$ cat src/sst_pkg.sv
// Shared types, widths and codes for the session slot table.
package sst_pkg;

  localparam int SLOT_COUNT = 8;
  localparam int SLOT_W     = 3;
  localparam int CNT_W      = 4;
  localparam int REQ_W      = 3;
  localparam int ST_W       = 3;
  localparam int ADDR_W     = 64;
  localparam int CLI_W      = 32;
  localparam int JOIN_W     = 32;
  localparam int CAP_W      = 8;

  localparam logic [CAP_W-1:0] CAP_RESET = 8'd8;

  localparam logic [REQ_W-1:0] REQ_ADMIT     = 3'd0;
  localparam logic [REQ_W-1:0] REQ_FIND_ADDR = 3'd1;
  localparam logic [REQ_W-1:0] REQ_FIND_CLI  = 3'd2;
  localparam logic [REQ_W-1:0] REQ_REBIND    = 3'd3;
  localparam logic [REQ_W-1:0] REQ_DROP      = 3'd4;
  localparam logic [REQ_W-1:0] REQ_CLEAR     = 3'd5;
  localparam logic [REQ_W-1:0] REQ_SET_AUDIO = 3'd6;
  localparam logic [REQ_W-1:0] REQ_SNAPSHOT  = 3'd7;

  localparam logic [ST_W-1:0] ST_OK          = 3'd0;
  localparam logic [ST_W-1:0] ST_NOT_FOUND   = 3'd1;
  localparam logic [ST_W-1:0] ST_NO_FREE     = 3'd2;
  localparam logic [ST_W-1:0] ST_OVER_BUDGET = 3'd3;
  localparam logic [ST_W-1:0] ST_ZERO_ADDR   = 3'd4;
  localparam logic [ST_W-1:0] ST_INACTIVE    = 3'd5;

  typedef logic [SLOT_W-1:0] slot_t;
  typedef logic [CNT_W-1:0]  cnt_t;
  typedef logic [ADDR_W-1:0] addr_t;
  typedef logic [CLI_W-1:0]  client_t;
  typedef logic [JOIN_W-1:0] join_ord_t;

  typedef struct packed {
    logic [REQ_W-1:0] req_type;
    client_t          client_id;
    addr_t            address;
    slot_t            slot_index;
    logic             flag;
  } req_t;

  typedef struct packed {
    logic [ST_W-1:0] status;
    slot_t           slot_out;
    addr_t           address_out;
    client_t         client_out;
    join_ord_t       join_order_out;
    cnt_t            active_count;
    logic            entry_valid;
    logic            last;
  } rsp_t;

  typedef struct packed {
    logic      wr_entry;
    logic      wr_addr;
    logic      set_active;
    logic      clr_one;
    logic      clr_all;
    logic      set_audio;
    logic      audio_val;
    slot_t     slot;
    addr_t     addr;
    client_t   client;
    join_ord_t join_ord;
  } st_wr_t;

  typedef struct packed {
    logic [SLOT_COUNT-1:0] active;
    logic [SLOT_COUNT-1:0] audio;
    addr_t                 addr;
    client_t               client;
    join_ord_t             join_ord;
  } st_rd_t;

endpackage

$ cat src/sst_ifs.sv
// Handshake channel interfaces: request, response and configuration write.
interface sst_req_if;
  logic                        valid;
  logic                        ready;
  logic [sst_pkg::REQ_W-1:0]   req_type;
  logic [sst_pkg::CLI_W-1:0]   client_id;
  logic [sst_pkg::ADDR_W-1:0]  address;
  logic [sst_pkg::SLOT_W-1:0]  slot_index;
  logic                        flag;
  modport source (output valid, req_type, client_id, address, slot_index, flag,
                  input ready);
  modport sink (input valid, req_type, client_id, address, slot_index, flag,
                output ready);
endinterface

interface sst_rsp_if;
  logic                        valid;
  logic                        ready;
  logic [sst_pkg::ST_W-1:0]    status;
  logic [sst_pkg::SLOT_W-1:0]  slot_out;
  logic [sst_pkg::ADDR_W-1:0]  address_out;
  logic [sst_pkg::CLI_W-1:0]   client_out;
  logic [sst_pkg::JOIN_W-1:0]  join_order_out;
  logic [sst_pkg::CNT_W-1:0]   active_count;
  logic                        entry_valid;
  logic                        last;
  modport source (output valid, status, slot_out, address_out, client_out,
                  join_order_out, active_count, entry_valid, last, input ready);
  modport sink (input valid, status, slot_out, address_out, client_out,
                join_order_out, active_count, entry_valid, last, output ready);
endinterface

interface sst_cfg_if;
  logic                       valid;
  logic                       ready;
  logic [sst_pkg::CAP_W-1:0]  data;
  modport source (output valid, data, input ready);
  modport sink (input valid, data, output ready);
endinterface

$ cat src/session_slot_table.sv
// Top level of the session slot table.
//
//   channel  dir  word                                           handshake
//   in_ch    in   req_type, client_id, address, slot_index, flag valid/ready
//   out_ch   out  status, slot/address/client/join, count, flags valid/ready
//   cfg_ch   in   max_active (data)                              valid/ready
//
// One request at a time: accept, then the scan pointer visits slots through the
// shared compare unit, and each result word is offered in turn. Index ops read
// only the indexed slot and clear needs no scan; admit and finds visit up to 8;
// snapshot visits up to 8 and returns one word per listed slot.
// Sync active-low reset empties the table and sets max_active to 8.
// A stalled result holds the sequencer; cfg_ch is always ready.
module session_slot_table (
  input  logic       clk,
  input  logic       rst_n,
  sst_req_if.sink    in_ch,
  sst_rsp_if.source  out_ch,
  sst_cfg_if.sink    cfg_ch
);
  import sst_pkg::*;

  st_wr_t wr;
  st_rd_t rd;
  slot_t  rd_slot;
  req_t   cur_req;
  logic   hit;

  sst_store u_store (
    .clk     (clk),
    .rst_n   (rst_n),
    .wr      (wr),
    .rd_slot (rd_slot),
    .rd      (rd)
  );

  sst_match u_match (
    .req  (cur_req),
    .rd   (rd),
    .slot (rd_slot),
    .hit  (hit)
  );

  sst_ctrl u_ctrl (
    .clk     (clk),
    .rst_n   (rst_n),
    .in_ch   (in_ch),
    .out_ch  (out_ch),
    .cfg_ch  (cfg_ch),
    .hit     (hit),
    .rd      (rd),
    .rd_slot (rd_slot),
    .cur_req (cur_req),
    .wr      (wr)
  );

  a_one_at_a_time: assert property (@(posedge clk) disable iff (!rst_n)
    !(in_ch.ready && out_ch.valid))
    else $error("request accepted while a result word is pending");

  a_count_range: assert property (@(posedge clk) disable iff (!rst_n)
    out_ch.valid |-> out_ch.active_count <= CNT_W'(SLOT_COUNT))
    else $error("active count beyond slot count");

  a_fail_zeroed: assert property (@(posedge clk) disable iff (!rst_n)
    (out_ch.valid && out_ch.status != ST_OK) |->
      (out_ch.last && out_ch.slot_out == '0 && out_ch.address_out == '0 &&
       out_ch.entry_valid == 1'b0))
    else $error("failed request word carries slot data");

  a_entry_ok: assert property (@(posedge clk) disable iff (!rst_n)
    (out_ch.valid && out_ch.entry_valid) |->
      (out_ch.status == ST_OK && out_ch.join_order_out == '0))
    else $error("snapshot entry with bad status or join order");

endmodule

$ cat src/sst_store.sv
// Slot storage: active and audio bits in flops, entry fields read at one slot.
module sst_store (
  input  logic            clk,
  input  logic            rst_n,
  input  sst_pkg::st_wr_t wr,
  input  sst_pkg::slot_t  rd_slot,
  output sst_pkg::st_rd_t rd
);
  import sst_pkg::*;

  logic [SLOT_COUNT-1:0] active_r, active_nxt;
  logic [SLOT_COUNT-1:0] audio_r, audio_nxt;
  addr_t                 addr_r [SLOT_COUNT];
  client_t               client_r [SLOT_COUNT];
  join_ord_t             join_r [SLOT_COUNT];

  always_comb begin
    active_nxt = active_r;
    audio_nxt  = audio_r;
    if (wr.clr_all) begin
      active_nxt = '0;
      audio_nxt  = '0;
    end else if (wr.set_active) begin
      active_nxt[wr.slot] = 1'b1;
      audio_nxt[wr.slot]  = 1'b0;
    end else if (wr.clr_one) begin
      active_nxt[wr.slot] = 1'b0;
      audio_nxt[wr.slot]  = 1'b0;
    end else if (wr.set_audio) begin
      audio_nxt[wr.slot] = wr.audio_val;
    end
  end

  always_ff @(posedge clk) begin
    if (!rst_n) begin
      active_r <= '0;
      audio_r  <= '0;
    end else begin
      active_r <= active_nxt;
      audio_r  <= audio_nxt;
    end
  end

  always_ff @(posedge clk) begin
    if (wr.wr_entry) begin
      addr_r[wr.slot]   <= wr.addr;
      client_r[wr.slot] <= wr.client;
      join_r[wr.slot]   <= wr.join_ord;
    end else if (wr.wr_addr) begin
      addr_r[wr.slot] <= wr.addr;
    end
  end

  assign rd.active   = active_r;
  assign rd.audio    = audio_r;
  assign rd.addr     = addr_r[rd_slot];
  assign rd.client   = client_r[rd_slot];
  assign rd.join_ord = join_r[rd_slot];

endmodule

$ cat src/sst_match.sv
// Shared slot compare unit: one equality compare plus per-request hit rule.
module sst_match (
  input  sst_pkg::req_t   req,
  input  sst_pkg::st_rd_t rd,
  input  sst_pkg::slot_t  slot,
  output logic            hit
);
  import sst_pkg::*;

  addr_t lhs, rhs;
  logic  eq, act, aud;

  assign act = rd.active[slot];
  assign aud = rd.audio[slot];
  assign lhs = (req.req_type == REQ_FIND_CLI) ? {{(ADDR_W-CLI_W){1'b0}}, rd.client} : rd.addr;
  assign rhs = (req.req_type == REQ_FIND_CLI) ? {{(ADDR_W-CLI_W){1'b0}}, req.client_id}
                                              : req.address;
  assign eq  = (lhs == rhs);

  always_comb begin
    unique case (req.req_type)
      REQ_ADMIT:     hit = !act;
      REQ_FIND_ADDR: hit = act && eq;
      REQ_FIND_CLI:  hit = act && eq;
      REQ_SNAPSHOT:  hit = act && (!req.flag || aud);
      default:       hit = 1'b0;
    endcase
  end

endmodule

$ cat src/sst_ctrl.sv
// Request sequencer: slot scan pointer, counters, budget register, result word.
module sst_ctrl (
  input  logic             clk,
  input  logic             rst_n,
  sst_req_if.sink          in_ch,
  sst_rsp_if.source        out_ch,
  sst_cfg_if.sink          cfg_ch,
  input  logic             hit,
  input  sst_pkg::st_rd_t  rd,
  output sst_pkg::slot_t   rd_slot,
  output sst_pkg::req_t    cur_req,
  output sst_pkg::st_wr_t  wr
);
  import sst_pkg::*;

  localparam logic [1:0] S_IDLE = 2'd0;
  localparam logic [1:0] S_EXEC = 2'd1;
  localparam logic [1:0] S_OUT  = 2'd2;

  logic [1:0]       state_r, state_nxt;
  req_t             req_r, req_nxt;
  slot_t            ptr_r, ptr_nxt;
  cnt_t             count_r, count_nxt;
  join_ord_t        join_cnt_r, join_cnt_nxt;
  logic [CAP_W-1:0] cap_r, cap_nxt;
  rsp_t             rsp_r, rsp_nxt;

  logic [SLOT_COUNT-1:0] snap_m, later_m;
  logic                  idx_act, scan_end, addr_zero, at_cap;
  rsp_t                  base;

  assign in_ch.ready  = (state_r == S_IDLE);
  assign cfg_ch.ready = 1'b1;
  assign rd_slot      = ptr_r;
  assign cur_req      = req_r;

  assign out_ch.valid          = (state_r == S_OUT);
  assign out_ch.status         = rsp_r.status;
  assign out_ch.slot_out       = rsp_r.slot_out;
  assign out_ch.address_out    = rsp_r.address_out;
  assign out_ch.client_out     = rsp_r.client_out;
  assign out_ch.join_order_out = rsp_r.join_order_out;
  assign out_ch.active_count   = rsp_r.active_count;
  assign out_ch.entry_valid    = rsp_r.entry_valid;
  assign out_ch.last           = rsp_r.last;

  assign snap_m    = rd.active & (req_r.flag ? rd.audio : '1);
  assign idx_act   = rd.active[ptr_r];
  assign scan_end  = (ptr_r == slot_t'(SLOT_COUNT - 1));
  assign addr_zero = (req_r.address == '0);
  assign at_cap    = ({{(CAP_W-CNT_W){1'b0}}, count_r} >= cap_r);

  always_comb begin
    for (int i = 0; i < SLOT_COUNT; i++) begin
      later_m[i] = snap_m[i] && (slot_t'(i) > ptr_r);
    end
  end

  always_comb begin
    state_nxt    = state_r;
    req_nxt      = req_r;
    ptr_nxt      = ptr_r;
    count_nxt    = count_r;
    join_cnt_nxt = join_cnt_r;
    cap_nxt      = cap_r;
    rsp_nxt      = rsp_r;

    wr          = '0;
    wr.slot     = ptr_r;
    wr.addr     = req_r.address;
    wr.client   = req_r.client_id;
    wr.join_ord = join_cnt_r;
    wr.audio_val = req_r.flag;

    base              = '0;
    base.active_count = count_r;
    base.last         = 1'b1;

    if (cfg_ch.valid) begin
      cap_nxt = cfg_ch.data;
    end

    unique case (state_r)
      S_IDLE: begin
        if (in_ch.valid) begin
          req_nxt.req_type   = in_ch.req_type;
          req_nxt.client_id  = in_ch.client_id;
          req_nxt.address    = in_ch.address;
          req_nxt.slot_index = in_ch.slot_index;
          req_nxt.flag       = in_ch.flag;
          if (in_ch.req_type == REQ_REBIND || in_ch.req_type == REQ_DROP ||
              in_ch.req_type == REQ_SET_AUDIO) begin
            ptr_nxt = in_ch.slot_index;
          end else begin
            ptr_nxt = '0;
          end
          state_nxt = S_EXEC;
        end
      end

      S_EXEC: begin
        state_nxt = S_OUT;
        rsp_nxt   = base;
        unique case (req_r.req_type)
          REQ_ADMIT: begin
            if (addr_zero) begin
              rsp_nxt.status = ST_ZERO_ADDR;
            end else if (hit) begin
              if (at_cap) begin
                rsp_nxt.status = ST_OVER_BUDGET;
              end else begin
                wr.set_active  = 1'b1;
                wr.wr_entry    = 1'b1;
                join_cnt_nxt   = join_cnt_r + join_ord_t'(1);
                count_nxt      = count_r + cnt_t'(1);
                rsp_nxt.slot_out       = ptr_r;
                rsp_nxt.address_out    = req_r.address;
                rsp_nxt.client_out     = req_r.client_id;
                rsp_nxt.join_order_out = join_cnt_r;
                rsp_nxt.active_count   = count_r + cnt_t'(1);
              end
            end else if (scan_end) begin
              rsp_nxt.status = ST_NO_FREE;
            end else begin
              ptr_nxt   = ptr_r + slot_t'(1);
              state_nxt = S_EXEC;
              rsp_nxt   = rsp_r;
            end
          end
          REQ_FIND_ADDR, REQ_FIND_CLI: begin
            if (req_r.req_type == REQ_FIND_ADDR && addr_zero) begin
              rsp_nxt.status = ST_ZERO_ADDR;
            end else if (hit) begin
              rsp_nxt.slot_out       = ptr_r;
              rsp_nxt.address_out    = rd.addr;
              rsp_nxt.client_out     = rd.client;
              rsp_nxt.join_order_out = rd.join_ord;
            end else if (scan_end) begin
              rsp_nxt.status = ST_NOT_FOUND;
            end else begin
              ptr_nxt   = ptr_r + slot_t'(1);
              state_nxt = S_EXEC;
              rsp_nxt   = rsp_r;
            end
          end
          REQ_REBIND: begin
            if (!idx_act) begin
              rsp_nxt.status = ST_INACTIVE;
            end else if (addr_zero) begin
              rsp_nxt.status = ST_ZERO_ADDR;
            end else begin
              wr.wr_addr             = 1'b1;
              rsp_nxt.slot_out       = ptr_r;
              rsp_nxt.address_out    = req_r.address;
              rsp_nxt.client_out     = rd.client;
              rsp_nxt.join_order_out = rd.join_ord;
            end
          end
          REQ_DROP: begin
            if (!idx_act) begin
              rsp_nxt.status = ST_INACTIVE;
            end else begin
              wr.clr_one           = 1'b1;
              count_nxt            = count_r - cnt_t'(1);
              rsp_nxt.slot_out     = ptr_r;
              rsp_nxt.active_count = count_r - cnt_t'(1);
            end
          end
          REQ_CLEAR: begin
            wr.clr_all           = 1'b1;
            count_nxt            = '0;
            rsp_nxt.active_count = '0;
          end
          REQ_SET_AUDIO: begin
            if (!idx_act) begin
              rsp_nxt.status = ST_INACTIVE;
            end else begin
              wr.set_audio           = 1'b1;
              rsp_nxt.slot_out       = ptr_r;
              rsp_nxt.address_out    = rd.addr;
              rsp_nxt.client_out     = rd.client;
              rsp_nxt.join_order_out = rd.join_ord;
            end
          end
          REQ_SNAPSHOT: begin
            if (snap_m == '0) begin
              rsp_nxt = base;
            end else if (hit) begin
              rsp_nxt.slot_out    = ptr_r;
              rsp_nxt.address_out = rd.addr;
              rsp_nxt.client_out  = rd.client;
              rsp_nxt.entry_valid = 1'b1;
              rsp_nxt.last        = (later_m == '0);
            end else begin
              ptr_nxt   = ptr_r + slot_t'(1);
              state_nxt = S_EXEC;
              rsp_nxt   = rsp_r;
            end
          end
        endcase
      end

      S_OUT: begin
        if (out_ch.ready) begin
          if (rsp_r.last) begin
            state_nxt = S_IDLE;
          end else begin
            ptr_nxt   = ptr_r + slot_t'(1);
            state_nxt = S_EXEC;
          end
        end
      end

      default: begin
        state_nxt = S_IDLE;
      end
    endcase
  end

  always_ff @(posedge clk) begin
    if (!rst_n) begin
      state_r    <= S_IDLE;
      count_r    <= '0;
      join_cnt_r <= '0;
      cap_r      <= CAP_RESET;
    end else begin
      state_r    <= state_nxt;
      count_r    <= count_nxt;
      join_cnt_r <= join_cnt_nxt;
      cap_r      <= cap_nxt;
    end
  end

  always_ff @(posedge clk) begin
    req_r <= req_nxt;
    ptr_r <= ptr_nxt;
    rsp_r <= rsp_nxt;
  end

endmodule

$ cat src/flat_wrapper.sv
// flat-port wrapper written by rule: the top's interface ports become plain ports
module session_slot_table_flat import sst_pkg::*;
  (clk, rst_n, in_ch_valid, in_ch_req_type, in_ch_client_id, in_ch_address, in_ch_slot_index, in_ch_flag, in_ch_ready, out_ch_valid, out_ch_status, out_ch_slot_out, out_ch_address_out, out_ch_client_out, out_ch_join_order_out, out_ch_active_count, out_ch_entry_valid, out_ch_last, out_ch_ready, cfg_ch_valid, cfg_ch_data, cfg_ch_ready);
  sst_req_if in_ch_i ();
  sst_rsp_if out_ch_i ();
  sst_cfg_if cfg_ch_i ();
  input  logic clk;
  input  logic rst_n;
  input wire logic [$bits(in_ch_i.valid)-1:0] in_ch_valid;
  input wire logic [$bits(in_ch_i.req_type)-1:0] in_ch_req_type;
  input wire logic [$bits(in_ch_i.client_id)-1:0] in_ch_client_id;
  input wire logic [$bits(in_ch_i.address)-1:0] in_ch_address;
  input wire logic [$bits(in_ch_i.slot_index)-1:0] in_ch_slot_index;
  input wire logic [$bits(in_ch_i.flag)-1:0] in_ch_flag;
  output wire logic [$bits(in_ch_i.ready)-1:0] in_ch_ready;
  output wire logic [$bits(out_ch_i.valid)-1:0] out_ch_valid;
  output wire logic [$bits(out_ch_i.status)-1:0] out_ch_status;
  output wire logic [$bits(out_ch_i.slot_out)-1:0] out_ch_slot_out;
  output wire logic [$bits(out_ch_i.address_out)-1:0] out_ch_address_out;
  output wire logic [$bits(out_ch_i.client_out)-1:0] out_ch_client_out;
  output wire logic [$bits(out_ch_i.join_order_out)-1:0] out_ch_join_order_out;
  output wire logic [$bits(out_ch_i.active_count)-1:0] out_ch_active_count;
  output wire logic [$bits(out_ch_i.entry_valid)-1:0] out_ch_entry_valid;
  output wire logic [$bits(out_ch_i.last)-1:0] out_ch_last;
  input wire logic [$bits(out_ch_i.ready)-1:0] out_ch_ready;
  input wire logic [$bits(cfg_ch_i.valid)-1:0] cfg_ch_valid;
  input wire logic [$bits(cfg_ch_i.data)-1:0] cfg_ch_data;
  output wire logic [$bits(cfg_ch_i.ready)-1:0] cfg_ch_ready;
  assign in_ch_i.valid = in_ch_valid;
  assign in_ch_i.req_type = in_ch_req_type;
  assign in_ch_i.client_id = in_ch_client_id;
  assign in_ch_i.address = in_ch_address;
  assign in_ch_i.slot_index = in_ch_slot_index;
  assign in_ch_i.flag = in_ch_flag;
  assign in_ch_ready = in_ch_i.ready;
  assign out_ch_valid = out_ch_i.valid;
  assign out_ch_status = out_ch_i.status;
  assign out_ch_slot_out = out_ch_i.slot_out;
  assign out_ch_address_out = out_ch_i.address_out;
  assign out_ch_client_out = out_ch_i.client_out;
  assign out_ch_join_order_out = out_ch_i.join_order_out;
  assign out_ch_active_count = out_ch_i.active_count;
  assign out_ch_entry_valid = out_ch_i.entry_valid;
  assign out_ch_last = out_ch_i.last;
  assign out_ch_i.ready = out_ch_ready;
  assign cfg_ch_i.valid = cfg_ch_valid;
  assign cfg_ch_i.data = cfg_ch_data;
  assign cfg_ch_ready = cfg_ch_i.ready;
  session_slot_table u_core (.clk(clk), .rst_n(rst_n), .in_ch(in_ch_i), .out_ch(out_ch_i), .cfg_ch(cfg_ch_i));
endmodule
$ cat config.mk
export PLATFORM = sky130hd
export DESIGN_NAME = session_slot_table_flat
export DESIGN_NICKNAME = d
export VERILOG_FILES = /design/src/sst_pkg.sv /design/src/sst_ifs.sv /design/src/session_slot_table.sv /design/src/sst_store.sv /design/src/sst_match.sv /design/src/sst_ctrl.sv /design/src/flat_wrapper.sv
export SDC_FILE = /design/constraint.sdc
export NUM_CORES = 1
export LEC_CHECK = 0
export ABC_CLOCK_PERIOD_IN_PS = 38300
export BUFFER_PORTS_ARGS = -buffer_cell sky130_fd_sc_hd__buf_4
export CORE_MARGIN = 1
export CORE_UTILIZATION = 60
export DETAILED_ROUTE_END_ITERATION = 6
export PLACE_DENSITY = 0.81
export SLEW_MARGIN = 20
export SYNTH_ARGS = -nofsm -noshare
export SYNTH_HDL_FRONTEND = slang
export SYNTH_SLANG_ARGS = --single-unit
$ cat constraint.sdc
create_clock -name clk -period 38.3 [get_ports clk]
set_clock_uncertainty 0.2 [all_clocks]
set_input_delay 1.915 -clock clk [delete_from_list [all_inputs] [get_ports clk]]
set_output_delay 1.915 -clock clk [all_outputs]
set_load 0.02 [all_outputs]
### Yosys cells after proc, flatten, opt, wreduce, memory -nomap -nowiden

Memories as Yosys holds them, arrays and structs flattened. A register that Yosys moved wholly into a read port is not among the register bits.
Cells that the tools add are included.

* register bits after elaboration: 305
* bits in writable memories: 1024
* bits of input ports: 116
* output and inout bits: 143
* word-level logic and storage cells: 204
* memories: 3

* $add $sub $neg: 4
* magnitude comparators: 11
* equality and inequality tests: 28
* muxes and demuxes: 95
* bitwise operators: 9
* reduce and logical (&&, ||, !) cells: 35

Memories
* u_core.u_store.addr_r: words 8, bits a word 64, read ports 1, clocked after memory_dff 1, write ports 1, RTL line sst_store.sv:13 `addr_t addr_r [SLOT_COUNT];`
* u_core.u_store.client_r: words 8, bits a word 32, read ports 1, clocked after memory_dff 1, write ports 1, RTL line sst_store.sv:14 `client_t client_r [SLOT_COUNT];`
* u_core.u_store.join_r: words 8, bits a word 32, read ports 1, clocked after memory_dff 1, write ports 1, RTL line sst_store.sv:15 `join_ord_t join_r [SLOT_COUNT];`

Operators by type and width (count)
* 128-bit one-hot mux with 5 select lines: 1
* 131-bit two-way mux: 4
* 137-bit two-way mux: 3
* 64-bit two-way mux: 3
* 140-bit two-way mux: 1
* 138-bit two-way mux: 1
* 135-bit two-way mux: 1
* 99-bit two-way mux: 1
* 3-bit two-way mux: 23
* 64-bit equality test: 1
* 64-bit zero test: 1
* 8-bit two-way mux: 6
* 36-bit two-way mux: 1
* 6-bit one-hot mux with 6 select lines: 1
* 32-bit by 1-bit adder with 32-bit output, second input constant: 1
* 8-bit AND: 3
* 2-bit two-way mux: 11
* 3-bit equality test, second input constant: 7
* 1-bit two-way mux: 20
* 4-bit one-hot mux with 5 select lines: 1
* 2-bit one-hot mux with 3 select lines: 3
* 3-bit one-hot mux with 3 select lines: 2
* 8-bit zero test: 2
* 4-bit two-way mux: 4
* other kinds (42): 80

### Depth between registers and ports, before layout

Gate-level depths: netlist of the first run.

* word-level depth: 13
* depth in mapped cells: 17
* gate-level depth less buffers: 12

### Cells and area by module

Synthesis of the first run repeated with hierarchy kept, for this count alone.

* cell total of the unflattened synthesis: 2949
* area total of the unflattened synthesis: 54821.3 µm²

Modules (own cells, without submodules)
* sst_store: times used 1, cells an instance 1564, area each 39664.3 µm², sequential area each 31069.8 µm²
* sst_ctrl: times used 1, cells an instance 1239, area each 13933.4 µm², sequential area each 8308.0 µm²
* sst_match: times used 1, cells an instance 146, area each 1223.7 µm², sequential area each 0.0 µm²

### Worst setup path before layout of the first run

Ideal clock, no wire load.

* path kind: reg-to-reg
* start: reg (tool-made name)
* end: reg (tool-made name)
* library setup time: 128 ps
* arrival time: 12231 ps
* data required time: 37972 ps
* setup slack: 25741 ps
* cell stages (with the launch flop): 13
* buffers on the path: 3
* period minus slack after synthesis: 12559 ps
* cells stage by stage: dfxtp_1 -> buf_2 -> buf_2 -> mux4_2 -> mux2i_1 -> nor2_1 -> nor4_1 -> nand4_1 -> or4_1 -> buf_6 -> a31oi_1 -> a21oi_1 -> mux2_2

==> metrics.yaml, run 1 <==
clock_network:
  numClockSinks: 1332
  hold_buffers: 0
  clockRootBuffer: "clkbuf_16"
  h-tree-depth: 4
  clock_latency_ps: 760
  cts_tree: "done"
  clk_pin_slew_worst_paths_ps: 60
  clock_path_buffers: 3
  cts_setup_buffers: 0
  cts_buffers: 132
  cts_resized: 0
drt:
  viasPerCell: 6.94
  drt_iter0_markers: 4495
  routedWlPerCell_um: 30.6
  via_count: 32300
  route.detailed.drc: 1
  routed_wl_um: 143000
  drt_pass1_iterations: 7
  ant_nets: 0
global_routing:
  antenna_found_initial: 2
  grt_pass1_vias: 32800
  grt_max_degree: 154
  grt_pass1_wl_um: 208000
  grt_overflow: 0
  grt_usage: 0.312
timing:
  hold-worst-slack_ps: 300
  relSlewSlack: 0.224
  tightest_slew_ps: 1160
  min_period_over_period: 0.227
  setup-tns-final_ps: 0
  rsz0062_at_grt: "false"
  hold_viol: 0
  fin_ws_ps: 29590
  setup_viol: 0
  fmax_mhz: 115
  fin_crit_ps: 8710
  slew_viol_final: 0
run_status:
  violations: "DRC"
  status: "finished, violations left"
critical_path:
  cp_top_family: "buffers and inverters"
  crit_path_frequent_cell: "buf_4"
  rr_worst_depth: 14
  worst-path-stages: 14
  crit_required_ps: 38470
  crit_type: "register to register"
  endpoint: "u_core.u_store.addr_r[1][37]"
  worstPathArrival_ps: 8880
  critPathMaxFanout: 79
  worstPathCellList: "buf_4 > buf_4 > mux4_2 > mux2i_1 > xnor2_1 > nor4_1 > nand4_1 > or4_2 > a21oi_4 > buf_4 > o21ai_1 > buf_4 > nor2_4 > buf_4"
  rrSetupSlack_ps: 29590
  crit_buf_inv: 5
  crit_path_end_kind: "register"
  r2r_end: "u_core.u_store.addr_r[1][37]"
  start_kind: "register"
  cp_slowest_cell: "buf_4"
  cpPeakStageDelay_ps: 890
logic_synthesis:
  synth-edff-count: 1267
  async_flop_share: 0
  syn_area_um2: 54500
  yosysWarnings: 0
  synth_ff_type: "edfxtp_1"
  syn_inst: 3125
  ys_ff_latch: 1332
  yosys.area.top_type_share: 0.698
  syn_area_per_cell_um2: 17.4
  ys_top_cells_by_area: "edfxtp_1 (70%), mux4_2 (9.1%), mux2i_1 (3.4%)"
  synth_top_area_cell: "edfxtp_1"
  synth.distinct_cells: 76
  synth_nets: 3256
  synth_seq_area_share: 0.722
pwr:
  power_density_nw_per_um2: 67.6
  peakVddDrop_mv: 0.0568
  p_total_mw: 4.18
  p_leak_nw: 20.4
cells_and_area:
  fin_util: 0.687
  layout_commonest_cell: "edfxtp_1"
  n_antenna_cell: 0
  design_area_um2: 61800
  area_growth_pct: 13.4
  most-common-layout-cells: "edfxtp_1 (1267), buf_4 (312), mux4_2 (220), mux2i_1 (186), nand3_1 (158)"
  final_cells: 4664
  nets: 3516
  final_layout_size_suffix_gt1_frac: 0.228
placement:
  place_ws_ps: 29710
  placed_area_um2: 57600
  port_buffers: 257
  gp_congestion: 0.907
  dp_hpwl_um: 81700
  place_inst: 4426
hold_path:
  hp-class: "register to register"
die:
  io_pins: 259
  rows: 110
  die_area_um2: 92100
  start_util: 0.606
  die_y_um: 303
  core_area_um2: 90000
  die_w_um: 303
job:
  max_cap_viol_count: 0
## layer usage
| metal | global-route usage | routed length [um] | vias to the layer above |
|---|---|---|---|
| met1 | 0.403 | 49800 | 16300 |
| met5 | 0 | 32 | - |
| met2 | 0.508 | 70300 | 2455 |
| met3 | 0.0732 | 16400 | 407 |
| li1 | - | - | 13200 |
| met4 | 0.138 | 6040 | 4 |
## cell usage after synthesis (6+ instances only)
cell type	count
a2111oi_2	7
a211oi_1	14
a21oi_1	65
a221oi_1	6
a22o_1	34
a22oi_1	34
a31oi_1	16
a32oi_1	10
and2_1	9
and3_1	9
buf_1	24
buf_2	30
buf_4	16
buf_6	12
clkbuf_1	107
dfxtp_1	65
edfxtp_1	1267
ha_1	15
inv_1	46
mux2_2	11
mux2i_1	186
mux4_2	220
nand2_1	152
nand2b_1	10
nand3_1	158
nand4_1	29
nor2_1	79
nor2b_1	9
nor3_1	6
nor4_1	36
o211ai_1	74
o21ai_0	131
o21ai_1	6
o221ai_1	28
o22ai_1	7
xnor2_1	68
xor2_1	50
## worst min-delay path by stage
stage | from | to | slack, ps | cells after the start
6_report | u_core.u_ctrl.cap_r[3] | u_core.u_ctrl.cap_r[3] | 300 | 2
5_1_grt | u_core.u_store.audio_r[7] | u_core.u_store.audio_r[7] | 330 | 2
4_1_cts | u_core.u_ctrl.cap_r[3] | u_core.u_ctrl.cap_r[3] | 300 | 2
3_5_place_dp | u_core.u_ctrl.cap_r[6] | u_core.u_ctrl.cap_r[6] | 290 | 2
3_3_place_gp | u_core.u_ctrl.cap_r[7] | u_core.u_ctrl.cap_r[7] | 280 | 2
2_1_floorplan | u_core.u_ctrl.cap_r[3] | u_core.u_ctrl.cap_r[3] | 260 | 2
## cell type report
type / instances / area (um^2)
clock buffers: 161 / 3530
clock inverters: 76 / 676
inverters: 49 / 184
multi-input cells: 1555 / 14200
fillers: 5544 / 28200
repair buffers: 315 / 2400
well taps: 1176 / 1470
flip-flops and latches: 1332 / 39400
## logic make-up (layout without fill, tap and decap cells)
family / count (synthesis) / count (layout) / synth area share
fa+ha+maj: 15 / 15 / 0.00344
flops: 1332 / 1332 / 0.722
buf+inv: 238 / 601 / 0.0198
other cells: 1 / 1 / 0.0000688
xor+xnor: 118 / 118 / 0.0190
mux: 421 / 421 / 0.129
simple gates: 518 / 518 / 0.0456
compound gates: 482 / 482 / 0.0618
## worst reg2reg max path, delay by kind of cell, from the launching register on
kind                      cells  cell delay (ps)
muxes                         2              890
and+or+nand+nor               4             2470
DFF                           1              790
buffers and inverters         5             3500
AOI/OAI and AO/OA             2              370
xor gates and xnor gates      1              100
## flip-flops by register name (all words and copies together), names as in the netlist, 8 cells and up, named ones only
signal,cells
u_core.u_ctrl.cap_r,8
u_core.u_ctrl.cur_req,100
u_core.u_ctrl.join_cnt_r,32
u_core.u_ctrl.out_ch.address_out,64
u_core.u_ctrl.out_ch.client_out,32
u_core.u_ctrl.out_ch.join_order_out,32
u_core.u_store.addr_r,512
u_core.u_store.audio_r,8
u_core.u_store.client_r,256
u_core.u_store.join_r,256
## power by group
part | internal, mW | leakage [nW] | switching (mW)
Sequential | 1.74 | 12.2 | 0.162
Combinational | 0.421 | 6.23 | 0.592
Clock | 0.720 | 2.05 | 0.548
Total | 2.88 | 20.4 | 1.30
No activity file was read; power rests on OpenSTA's default activity.
==> run 2: changes to the inputs <==
--- a/config.mk
+++ b/config.mk
@@ -5,12 +5,12 @@
 export SDC_FILE = /design/constraint.sdc
 export NUM_CORES = 1
 export LEC_CHECK = 0
-export ABC_CLOCK_PERIOD_IN_PS = 38300
+export ABC_CLOCK_PERIOD_IN_PS = 7800
 export BUFFER_PORTS_ARGS = -buffer_cell sky130_fd_sc_hd__buf_4
 export CORE_MARGIN = 1
-export CORE_UTILIZATION = 60
+export CORE_UTILIZATION = 55
 export DETAILED_ROUTE_END_ITERATION = 6
-export PLACE_DENSITY = 0.81
+export PLACE_DENSITY = 0.78
 export SLEW_MARGIN = 20
 export SYNTH_ARGS = -nofsm -noshare
 export SYNTH_HDL_FRONTEND = slang
==> constraint.sdc (replaced) <==
create_clock -name clk -period 7.8 [get_ports clk]
set_clock_uncertainty 0.2 [all_clocks]
set_input_delay 0.39 -clock clk [delete_from_list [all_inputs] [get_ports clk]]
set_output_delay 0.39 -clock clk [all_outputs]
set_load 0.02 [all_outputs]
==> run 2 against run 1 <==
Effect of this change: the run now ends clean; routed wire length rose by 0.36%; fmax grew 29%; combinational power increased to 5.1 times the previous value; clock power grew to 5.0 times the previous value; flip-flop and latch count is the same; hold slack lost 150 ps; utilization down 3.8 points; worst setup slack got worse by 29000 ps; global-route usage shrank 2.6 points; final cell count increased by 5.6%; first-iteration DRC count shrank 9.3%; largest power group unchanged.
==> metrics.yaml, run 2 (synthesis gave the netlist of run 1 again) <==
clock_network:
  cts_buffers: 134  # +1.5%
  numClockSinks: 1332  # unchanged
  clockRootBuffer: "clkbuf_16"
  clk_pin_slew_worst_paths_ps: 70  # about the same
  clock_latency_ps: 750  # about the same
  cts_setup_buffers: 0  # unchanged
  cts_resized: 0  # unchanged
  clock_path_buffers: 3  # unchanged
  h-tree-depth: 4  # unchanged
  cts_tree: "done"
drt:
  viasPerCell: 6.60  # -4.8%
  drt_pass1_iterations: 6  # -1
  routed_wl_um: 143000  # +0.36%
  via_count: 32500  # +0.49%
  drt_iter0_markers: 4076  # -9.3%
  ant_nets: 0  # unchanged
  routedWlPerCell_um: 29.1  # -4.9%
  route.detailed.drc: 0  # -1
global_routing:
  grt_pass1_vias: 32300  # -1.5%
  grt_pass1_wl_um: 209000  # +0.44%
  antenna_found_initial: 5  # +3
  grt_usage: 0.286  # -0.0259
  grt_max_degree: 79  # -49%
  grt_overflow: 0  # unchanged
timing:
  hold_viol: 0  # unchanged
  fin_ws_ps: 1070  # -28520 ps
  fin_crit_ps: 6730  # -1980 ps
  slew_viol_final: 0  # unchanged
  tightest_slew_ps: 1200  # +40.7 ps
  fmax_mhz: 149  # +29%
  relSlewSlack: 0.197  # -0.0272
  min_period_over_period: 0.862  # +0.635
  rsz0062_at_grt: "false"
  setup_viol: 0  # unchanged
  setup-tns-final_ps: 0  # unchanged
  hold-worst-slack_ps: 151  # -149 ps
hold_path:
  min_from: "in_ch_client_id[20]"
  hp-class: "primary input to register"
  holdPathStages: 2  # unchanged
  whs_endpoint: "u_core.u_ctrl.cur_req[88]"
pwr:
  power_density_nw_per_um2: 327  # +380%
  p_leak_nw: 21.1  # +3.4%
  peakVddDrop_mv: 0.234  # +310%
critical_path:
  crit_type: "register to register"
  rrSetupSlack_ps: 1070  # -28520 ps
  rr_worst_depth: 12  # -2
  critPathMaxFanout: 78  # -1.3%
  crit_path_end_kind: "register"
  crit_required_ps: 8180  # -30290 ps
  r2r_end: "u_core.u_ctrl.out_ch.address_out[48]"
  worstPathArrival_ps: 7110  # -1770 ps
  start_kind: "register"
placement:
  dp_hpwl_um: 82100  # +0.60%
  gp_congestion: 0.875  # -3.5%
  place_inst: 4552  # +2.8%
  port_buffers: 257  # unchanged
  place_ws_ps: 1190  # -28510 ps
cells_and_area:
  nets: 3656  # +4.0%
  most-common-layout-cells: "edfxtp_1 (1267), buf_4 (301), mux4_2 (220), mux2i_1 (186), nand3_1 (157)"
  fin_util: 0.649  # -0.0378
  largestRegisters: "u_core.u_store.addr_r (512), u_core.u_store.client_r (256), u_core.u_store.join_r (256)"
  layout_commonest_cell: "edfxtp_1"
  final_layout_size_suffix_gt1_frac: 0.223  # -0.00483
  final_cells: 4923  # +5.6%
  area_growth_pct: 17.0
  largest_register_ffs: 512  # unchanged
  top_register: "u_core.u_store.addr_r"
run_status:
  status: "finished clean"
die:
  die_y_um: 317  # +4.4%
  die_area_um2: 100000  # +9.0%
  core_area_um2: 98300  # +9.2%
  start_util: 0.555  # -0.0509
  io_pins: 259  # unchanged
  rows: 115  # +4.5%
  die_w_um: 317  # +4.4%
job:
  max_cap_viol_count: 0  # unchanged
[run 2: changes by cell type in the layout (fill, tap and decap cells not counted), sizes merged]
cell,change
dlygate4sd3,+124
buf,+14
clkbuf,+11
inv,-7
clkinv,+3
bufinv,+2
diode,+1
[run 2: worst max path at each step]
stage               slack [ps]  startpoint                                    to
detailed placement        1190    register        u_core.u_store.client_r[1][21]
finish                    1070    register  u_core.u_ctrl.out_ch.address_out[48]
global placement          1220    register          u_core.u_store.addr_r[0][31]
CTS                       1140    register         u_core.u_store.client_r[1][4]
global route               870    register  u_core.u_ctrl.out_ch.address_out[11]
floorplan                 1190    register           u_core.u_store.addr_r[6][0]
[run 2: stage by stage]
stage / area [um^2] / power (mW)
6_report: 63800 / 20.9
5_1_grt: 63800 / 21.5
4_1_cts: 63800 / 20.8
3_5_place_dp: 58200 / 14.5
3_3_place_gp: 58200 / 14.4
2_1_floorplan: 54500 / 12.6
[run 2: layout make-up]
| class | count | area, um^2 |
|---|---|---|
| inverter | 49 | 194 |
| sequential | 1332 | 39400 |
| fill | 6349 | 34500 |
| clock buffer | 172 | 3610 |
| timing repair buffer | 453 | 4070 |
| multi-input combinational | 1555 | 14200 |
| clock inverter | 74 | 722 |
| tap | 1287 | 1610 |
| antenna | 1 | 2.50 |
[run 2: metal layers]
| metal | global-route usage | vias up | routed length (um) |
|---|---|---|---|
| li1 | - | 13500 | - |
| met1 | 0.389 | 16400 | 53300 |
| met2 | 0.453 | 2266 | 69300 |
| met3 | 0.0621 | 332 | 15300 |
| met4 | 0.112 | 6 | 5060 |
| met5 | 0 | - | 41 |
[run 2: repair_timing]
action,in CTS,in global routing
hold buffers,124,0
setup endpoints to repair,0,0
endpoints found under the hold margin,123,0
[run 2: critical path: stages (launching register included)]
cell      delay, ps
dfxtp_4         980
buf_4           370
mux4_2          550
mux2i_1         220
xnor2_1         100
nor4_1          740
nand4_1         460
or4_2           770
buf_4           410
a21oi_4         270
buf_4           910
o21ai_0         330
o211ai_1        160
[run 2: power by group]
group	internal (mW)	leakage (nW)	switching, mW
Sequential	8.54	12.2	0.794
Clock	3.66	2.10	2.71
Combinational	2.18	6.89	2.98
